`src/hdl/sfsf_pkg.sv`:
```
// Shared types, constants and command/status structs for the sieve factorizer.
package sfsf_pkg;
	localparam int LIMIT = 65536;
	localparam int PRIME_SLOTS = 8192;
	localparam int MAX_RESULTS = 16;
	localparam int VAL_W = $clog2(LIMIT);
	localparam int IDX_W = $clog2(PRIME_SLOTS);
	localparam int CNT_W = $clog2(PRIME_SLOTS + 1);
	localparam int LPF_W = VAL_W;
	localparam int RES_W = $clog2(MAX_RESULTS + 1);

	localparam logic [1:0] ST_OK   = 2'd0;
	localparam logic [1:0] ST_NONE = 2'd1;
	localparam logic [1:0] ST_OOR  = 2'd2;

	localparam logic ACT_FACTOR = 1'b0;
	localparam logic ACT_PRIME  = 1'b1;

	typedef enum logic [3:0] {
		S_CLR, S_SCAN_RD, S_SCAN_CHK, S_MARK_RD, S_MARK_CHK,
		S_IDLE, S_LKP_RD, S_LKP_WAIT, S_DIV, S_EMIT, S_EMIT_WAIT
	} state_t;

	typedef struct packed {
		logic clr_step;
		logic scan_init;
		logic scan_rd;
		logic scan_step;
		logic scan_prime;
		logic mark_rd;
		logic mark_step;
		logic mark_write;
		logic load_item;
		logic lpf_rd;
		logic div_start;
		logic div_step;
		logic take_quot;
		logic out_load;
		logic out_use_list;
		logic out_special;
		logic [1:0] out_status;
	} cmd_t;

	typedef struct packed {
		logic clr_done;
		logic scan_done;
		logic entry_zero;
		logic mark_done;
		logic mark_skip;
		logic div_done;
		logic val_one;
		logic res_full;
		logic act;
		logic val_zero;
		logic val_unit;
		logic idx_oor;
	} sts_t;
endpackage

```
`src/hdl/sfsf_ctrl.sv`:
```
// Controller state machine for sieve build and item service.
module sfsf_ctrl (
	input  logic            clk,
	input  logic            arst_n,
	input  logic            in_valid,
	output logic            in_stall,
	output logic            out_valid,
	input  logic            out_stall,
	input  sfsf_pkg::sts_t  sts,
	output sfsf_pkg::cmd_t  cmd
);
	import sfsf_pkg::*;

	state_t state_q, state_d;

	always_ff @(posedge clk or negedge arst_n) begin
		if (!arst_n) begin
			state_q <= S_CLR;
		end else begin
			state_q <= state_d;
		end
	end

	always_comb begin
		state_d = state_q;
		unique case (state_q)
			S_CLR: if (sts.clr_done) state_d = S_SCAN_RD;
			S_SCAN_RD: state_d = S_SCAN_CHK;
			S_SCAN_CHK: begin
				if (sts.entry_zero) state_d = S_MARK_RD;
				else if (sts.scan_done) state_d = S_IDLE;
				else state_d = S_SCAN_CHK;
			end
			S_MARK_RD: begin
				if (sts.mark_skip) state_d = sts.scan_done ? S_IDLE : S_SCAN_CHK;
				else state_d = S_MARK_CHK;
			end
			S_MARK_CHK: begin
				if (sts.mark_done) state_d = sts.scan_done ? S_IDLE : S_SCAN_RD;
				else state_d = S_MARK_RD;
			end
			S_IDLE: if (in_valid) state_d = S_LKP_RD;
			S_LKP_RD: state_d = S_LKP_WAIT;
			S_LKP_WAIT: state_d = (sts.act || sts.val_zero || sts.val_unit) ? S_EMIT : S_DIV;
			S_DIV: if (sts.div_done) state_d = S_EMIT;
			S_EMIT: state_d = S_EMIT_WAIT;
			S_EMIT_WAIT: begin
				if (!out_stall) begin
					if (sts.act || sts.val_zero || sts.val_unit || sts.val_one || sts.res_full)
						state_d = S_IDLE;
					else
						state_d = S_LKP_RD;
				end
			end
			default: state_d = S_IDLE;
		endcase
	end

	always_comb begin
		cmd = '0;
		in_stall = (state_q != S_IDLE);
		out_valid = (state_q == S_EMIT_WAIT);
		unique case (state_q)
			S_CLR: begin
				cmd.clr_step = 1'b1;
				if (sts.clr_done) cmd.scan_init = 1'b1;
			end
			S_SCAN_RD: cmd.scan_rd = 1'b1;
			S_SCAN_CHK: begin
				if (sts.entry_zero) cmd.scan_prime = 1'b1;
				else if (!sts.scan_done) cmd.scan_step = 1'b1;
			end
			S_MARK_RD: begin
				if (sts.mark_skip) begin
					if (!sts.scan_done) cmd.scan_step = 1'b1;
				end else begin
					cmd.mark_rd = 1'b1;
				end
			end
			S_MARK_CHK: begin
				cmd.mark_write = sts.entry_zero;
				if (sts.mark_done) begin
					if (!sts.scan_done) cmd.scan_step = 1'b1;
				end else begin
					cmd.mark_step = 1'b1;
				end
			end
			S_IDLE: cmd.load_item = in_valid;
			S_LKP_RD: cmd.lpf_rd = 1'b1;
			S_LKP_WAIT: cmd.div_start = 1'b1;
			S_DIV: cmd.div_step = 1'b1;
			S_EMIT: begin
				cmd.out_load = 1'b1;
				if (sts.act) begin
					cmd.out_use_list = !sts.idx_oor;
					cmd.out_special = sts.idx_oor;
					cmd.out_status = sts.idx_oor ? ST_OOR : ST_OK;
				end else if (sts.val_zero) begin
					cmd.out_special = 1'b1;
					cmd.out_status = ST_OOR;
				end else if (sts.val_unit) begin
					cmd.out_special = 1'b1;
					cmd.out_status = ST_NONE;
				end else begin
					cmd.out_status = ST_OK;
					cmd.take_quot = 1'b1;
				end
			end
			S_EMIT_WAIT: ;
			default: ;
		endcase
	end

`ifndef SYNTHESIS
	a_stall_busy: assert property (@(posedge clk) disable iff (!arst_n)
		(state_q != S_IDLE) |-> in_stall) else $error("input taken while busy");
	a_out_hold: assert property (@(posedge clk) disable iff (!arst_n)
		(out_valid && out_stall) |=> out_valid) else $error("result dropped");
	a_emit_next: assert property (@(posedge clk) disable iff (!arst_n)
		(state_q == S_EMIT) |=> out_valid) else $error("result not shown");
`endif
endmodule

```
`config.mk`:
```
export PLATFORM = sky130hd
export DESIGN_NAME = sfsf_ctrl
export DESIGN_NICKNAME = d
export VERILOG_FILES = /design/src/hdl/sfsf_pkg.sv /design/src/hdl/sfsf_ctrl.sv
export SDC_FILE = /design/constraint.sdc
export NUM_CORES = 1
export LEC_CHECK = 0
export BUFFER_PORTS_ARGS = -buffer_cell sky130_fd_sc_hd__buf_2
export CORE_UTILIZATION = 44
export CTS_BUF_LIST = sky130_fd_sc_hd__clkbuf_4 sky130_fd_sc_hd__clkbuf_8
export CTS_CLUSTER_DIAMETER = 200
export DETAILED_ROUTE_END_ITERATION = 8
export PLACE_DENSITY = 0.8
export SYNTH_ARGS = -nofsm -noshare
export SYNTH_HDL_FRONTEND = slang
export SYNTH_SLANG_ARGS = --single-unit
export TNS_END_PERCENT = 20
```
`constraint.sdc`:
```
create_clock -name clk -period 1.95 [get_ports clk]
set_input_delay 0.195 -clock clk [delete_from_list [all_inputs] [get_ports clk]]
set_output_delay 0.195 -clock clk [all_outputs]
set_load 0.02 [all_outputs]
```
==> impl_metrics.py <==
metrics = {
    "clocking": {
        "clk_pin_slew_worst_paths_ns": 0.04,
        "cts_tree": "done",
        "clock_latency_ns": 0.23,
        "cts_buffer_depth": 2,
        "cts_setup_buffers": 0,
        "clock-sinks": 4,
        "cts_buffers": 3,
        "h-tree-depth": 1,
        "cts_root_buf": "clkbuf_4",
    },
    "die": {
        "ioPinCount": 36,
        "coreArea_sq_mm": 0.00130,
        "initial_core_util_pct": 47.8,
        "die_area_sq_mm": 0.00157,
        "die_x_um": 39.6,
        "die_y_um": 39.6,
        "rows": 13,
    },
    "power": {
        "irDropWorstVdd_v": 0.000758,
        "p_leak_uw": 0.000414,
        "cellPowerDensity_mw_per_mm2": 1350,
    },
    "global_routing": {
        "overflow": 0,
        "grt_pass1_vias": 658,
        "grt_first_pass_wirelength_um": 2770,
        "antenna_found_initial": 0,
        "grt_max_degree": 13,
        "grt.total_usage_pct": 25.4,
    },
    "logic_synthesis": {
        "synth_edf_count": 0,
        "postSynthAreaPerCell_sq_um": 7.23,
        "yosys.area.top_type": "dfrtp_1",
        "netlist_instances": 86,
        "synth_most_common_cell": "nor2_1",
        "synth_cell_type_count": 40,
        "ys_ff_latch": 4,
        "synth_flop_cell": "dfrtp_1",
        "synth_top_area_share_pct": 16.1,
        "ys_seq_area_share_pct": 16.1,
        "netlist_area_sq_um": 622,
        "ys_warn_count": 0,
        "async_flop_share_pct": 100,
        "syn_nets": 102,
        "yosys-top-cells-area": "dfrtp_1 (16%), nor2_1 (6.6%), nor2b_1 (5.0%), nor3_1 (4.8%), nand2b_1 (4.0%)",
        "synth_common_cells": "nor2_1 (11), inv_1 (6), nor3_1 (6)",
    },
    "sta": {
        "period_needed_ns": 1.84,
        "fin_setup_tns_ns": 0,
        "hold_viol": 0,
        "setup-violations-final": 0,
        "max_freq_ghz": 0.544,
        "worst_pin_slew_ns": 0.500,
        "drv_slew": 0,
        "max_slew_margin_pct": 66.4,
        "finClkSkew_ns": 0.00213,
        "rsz0062_at_grt": "no",
        "period_share_pct": 94.2,
    },
    "setup_path": {
        "end_kind": "output port",
        "r2r_cells": 5,
        "crit_path_max_fanout": 11,
        "r2r_end": "state_q[0]",
        "ff2ff_setup_slack_ns": 0.36,
        "startpoint_type": "flop",
        "worstPathArrival_ns": 1.64,
        "crit_required_ns": 1.75,
        "r2r-start": "state_q[3]",
        "critPathKind": "reg -> out",
    },
    "final_layout": {
        "drive_gt1_share_pct": 41.9,
        "register_area_sq_um": 103,
        "finalNetCount": 142,
        "area_delta_synth_final_pct": 37.6,
        "largest_reg_flops": 4,
        "top_register": "state_q",
        "multi_input_area_sq_um": 474,
        "antennaDiodeCount": 0,
        "fin_area_sq_um": 856,
        "nFillCells": 123,
        "top_regs": "state_q x4",
    },
    "hold_path": {
        "hold_depth": 3,
        "hold_class": "in -> reg",
        "hold_start": "out_stall",
        "hold_end": "state_q[1]",
    },
    "drt": {
        "drtIter0Drc": 24,
        "num_vias": 806,
        "postRouteAntennaNets": 0,
        "wl_per_cell_um": 13.1,
        "totalWireLength_um": 1810,
        "viasPerCell": 5.80,
        "drtPass1Iterations": 4,
        "drc": 0,
    },
    "place": {
        "place_hpwl_um": 1410,
        "gp_congestion": 0.929,
        "numPortBuffers": 35,
        "place_area_sq_um": 816,
    },
    "flow_run": {
        "maxCapViolations": 0,
    },
    "outcome": {
        "status": "finished clean",
    },
}
## metal layers
layer / part of all wire (%) / vias up / track usage (%)
met4: 0 / 0 / 10.3
met3: 5.1 / 0 / 0
met5: 0 / - / 0
met2: 51 / 32 / 41.8
met1: 44 / 373 / 34.3
li1: - / 401 / -
## placed cells by master (no fill, tap or decap), types with 3 or more instances in the layout
cell type	count
buf_2	35
nor2_1	11
inv_1	6
nor3_1	6
nor2b_1	5
o21ai_0	5
buf_4	4
nand2b_1	3
nor4_1	3
nand3_1	3
a21oi_1	3
clkbuf_4	3
## logic make-up (layout without fill, tap and decap cells)
logic type / Yosys count / count (layout) / share of synthesized area, %
multiplexers: 1 / 1 / 1.61
buffers and inverters: 11 / 49 / 8.45
AND/OR/NAND/NOR: 49 / 49 / 49.5
flip-flops: 4 / 4 / 16.1
AO/OA/AOI/OAI: 21 / 21 / 24.3
## repair_timing
| action | CTS | global route |
|---|---|---|
| gates resized for setup | 0 | 4 |
| endpoints found under the setup margin | 0 | 3 |
| endpoints found under the hold margin | 4 | 0 |
| hold buffers | 1 | 0 |
## worst max path at each step
stage               slack (ns)      end       start  depth (start not counted)
finish                    0.11   cmd[0]  state_q[2]                          4
CTS                      0.008   cmd[0]  state_q[2]                          4
detailed placement        0.28   cmd[0]  state_q[2]                          4
floorplan                 0.06  cmd[16]  state_q[2]                          3
global placement          0.28   cmd[0]  state_q[1]                          4
global route              0.01   cmd[0]  state_q[2]                          4
## worst max-delay path: stages (launching register included)
cell and delay [ns]:
dfrtp_2 0.48, nand2b_1 0.22, or2_4 0.31, nor4b_2 0.20
buf_2 0.20
## stage by stage
step / setup slack (ns) / hold WS, ns / utilization (%) / cells / power [uW]
after floorplan: 0.0555 / -0.101 / - / 86 / 793
after CTS: 0.00782 / 0.269 / 65.2 / 139 / 1140
after global placement: 0.279 / -0.00156 / 62.7 / 135 / 1020
after detailed placement: 0.281 / 0.00324 / 62.7 / 135 / 1030
final: 0.113 / 0.276 / 65.8 / 139 / 1150
after global routing: 0.00951 / 0.295 / 65.8 / 139 / 1250
## report_power, final
| part | leakage, uW | switching [uW] | internal, uW |
|---|---|---|---|
| Combinational | 0.000353 | 460 | 344 |
| Clock | 0.0000138 | 34.2 | 68.9 |
| Sequential | 0.0000473 | 117 | 129 |
## final cells by class
class	instances	area share [%]
clock buffers	3	2.63
flip-flops and latches	4	12.0
well taps	15	2.19
inverters	6	2.63
multi-input cells	71	55.4
repair buffers	40	25.1
No activity file was read; power rests on OpenSTA's default activity.
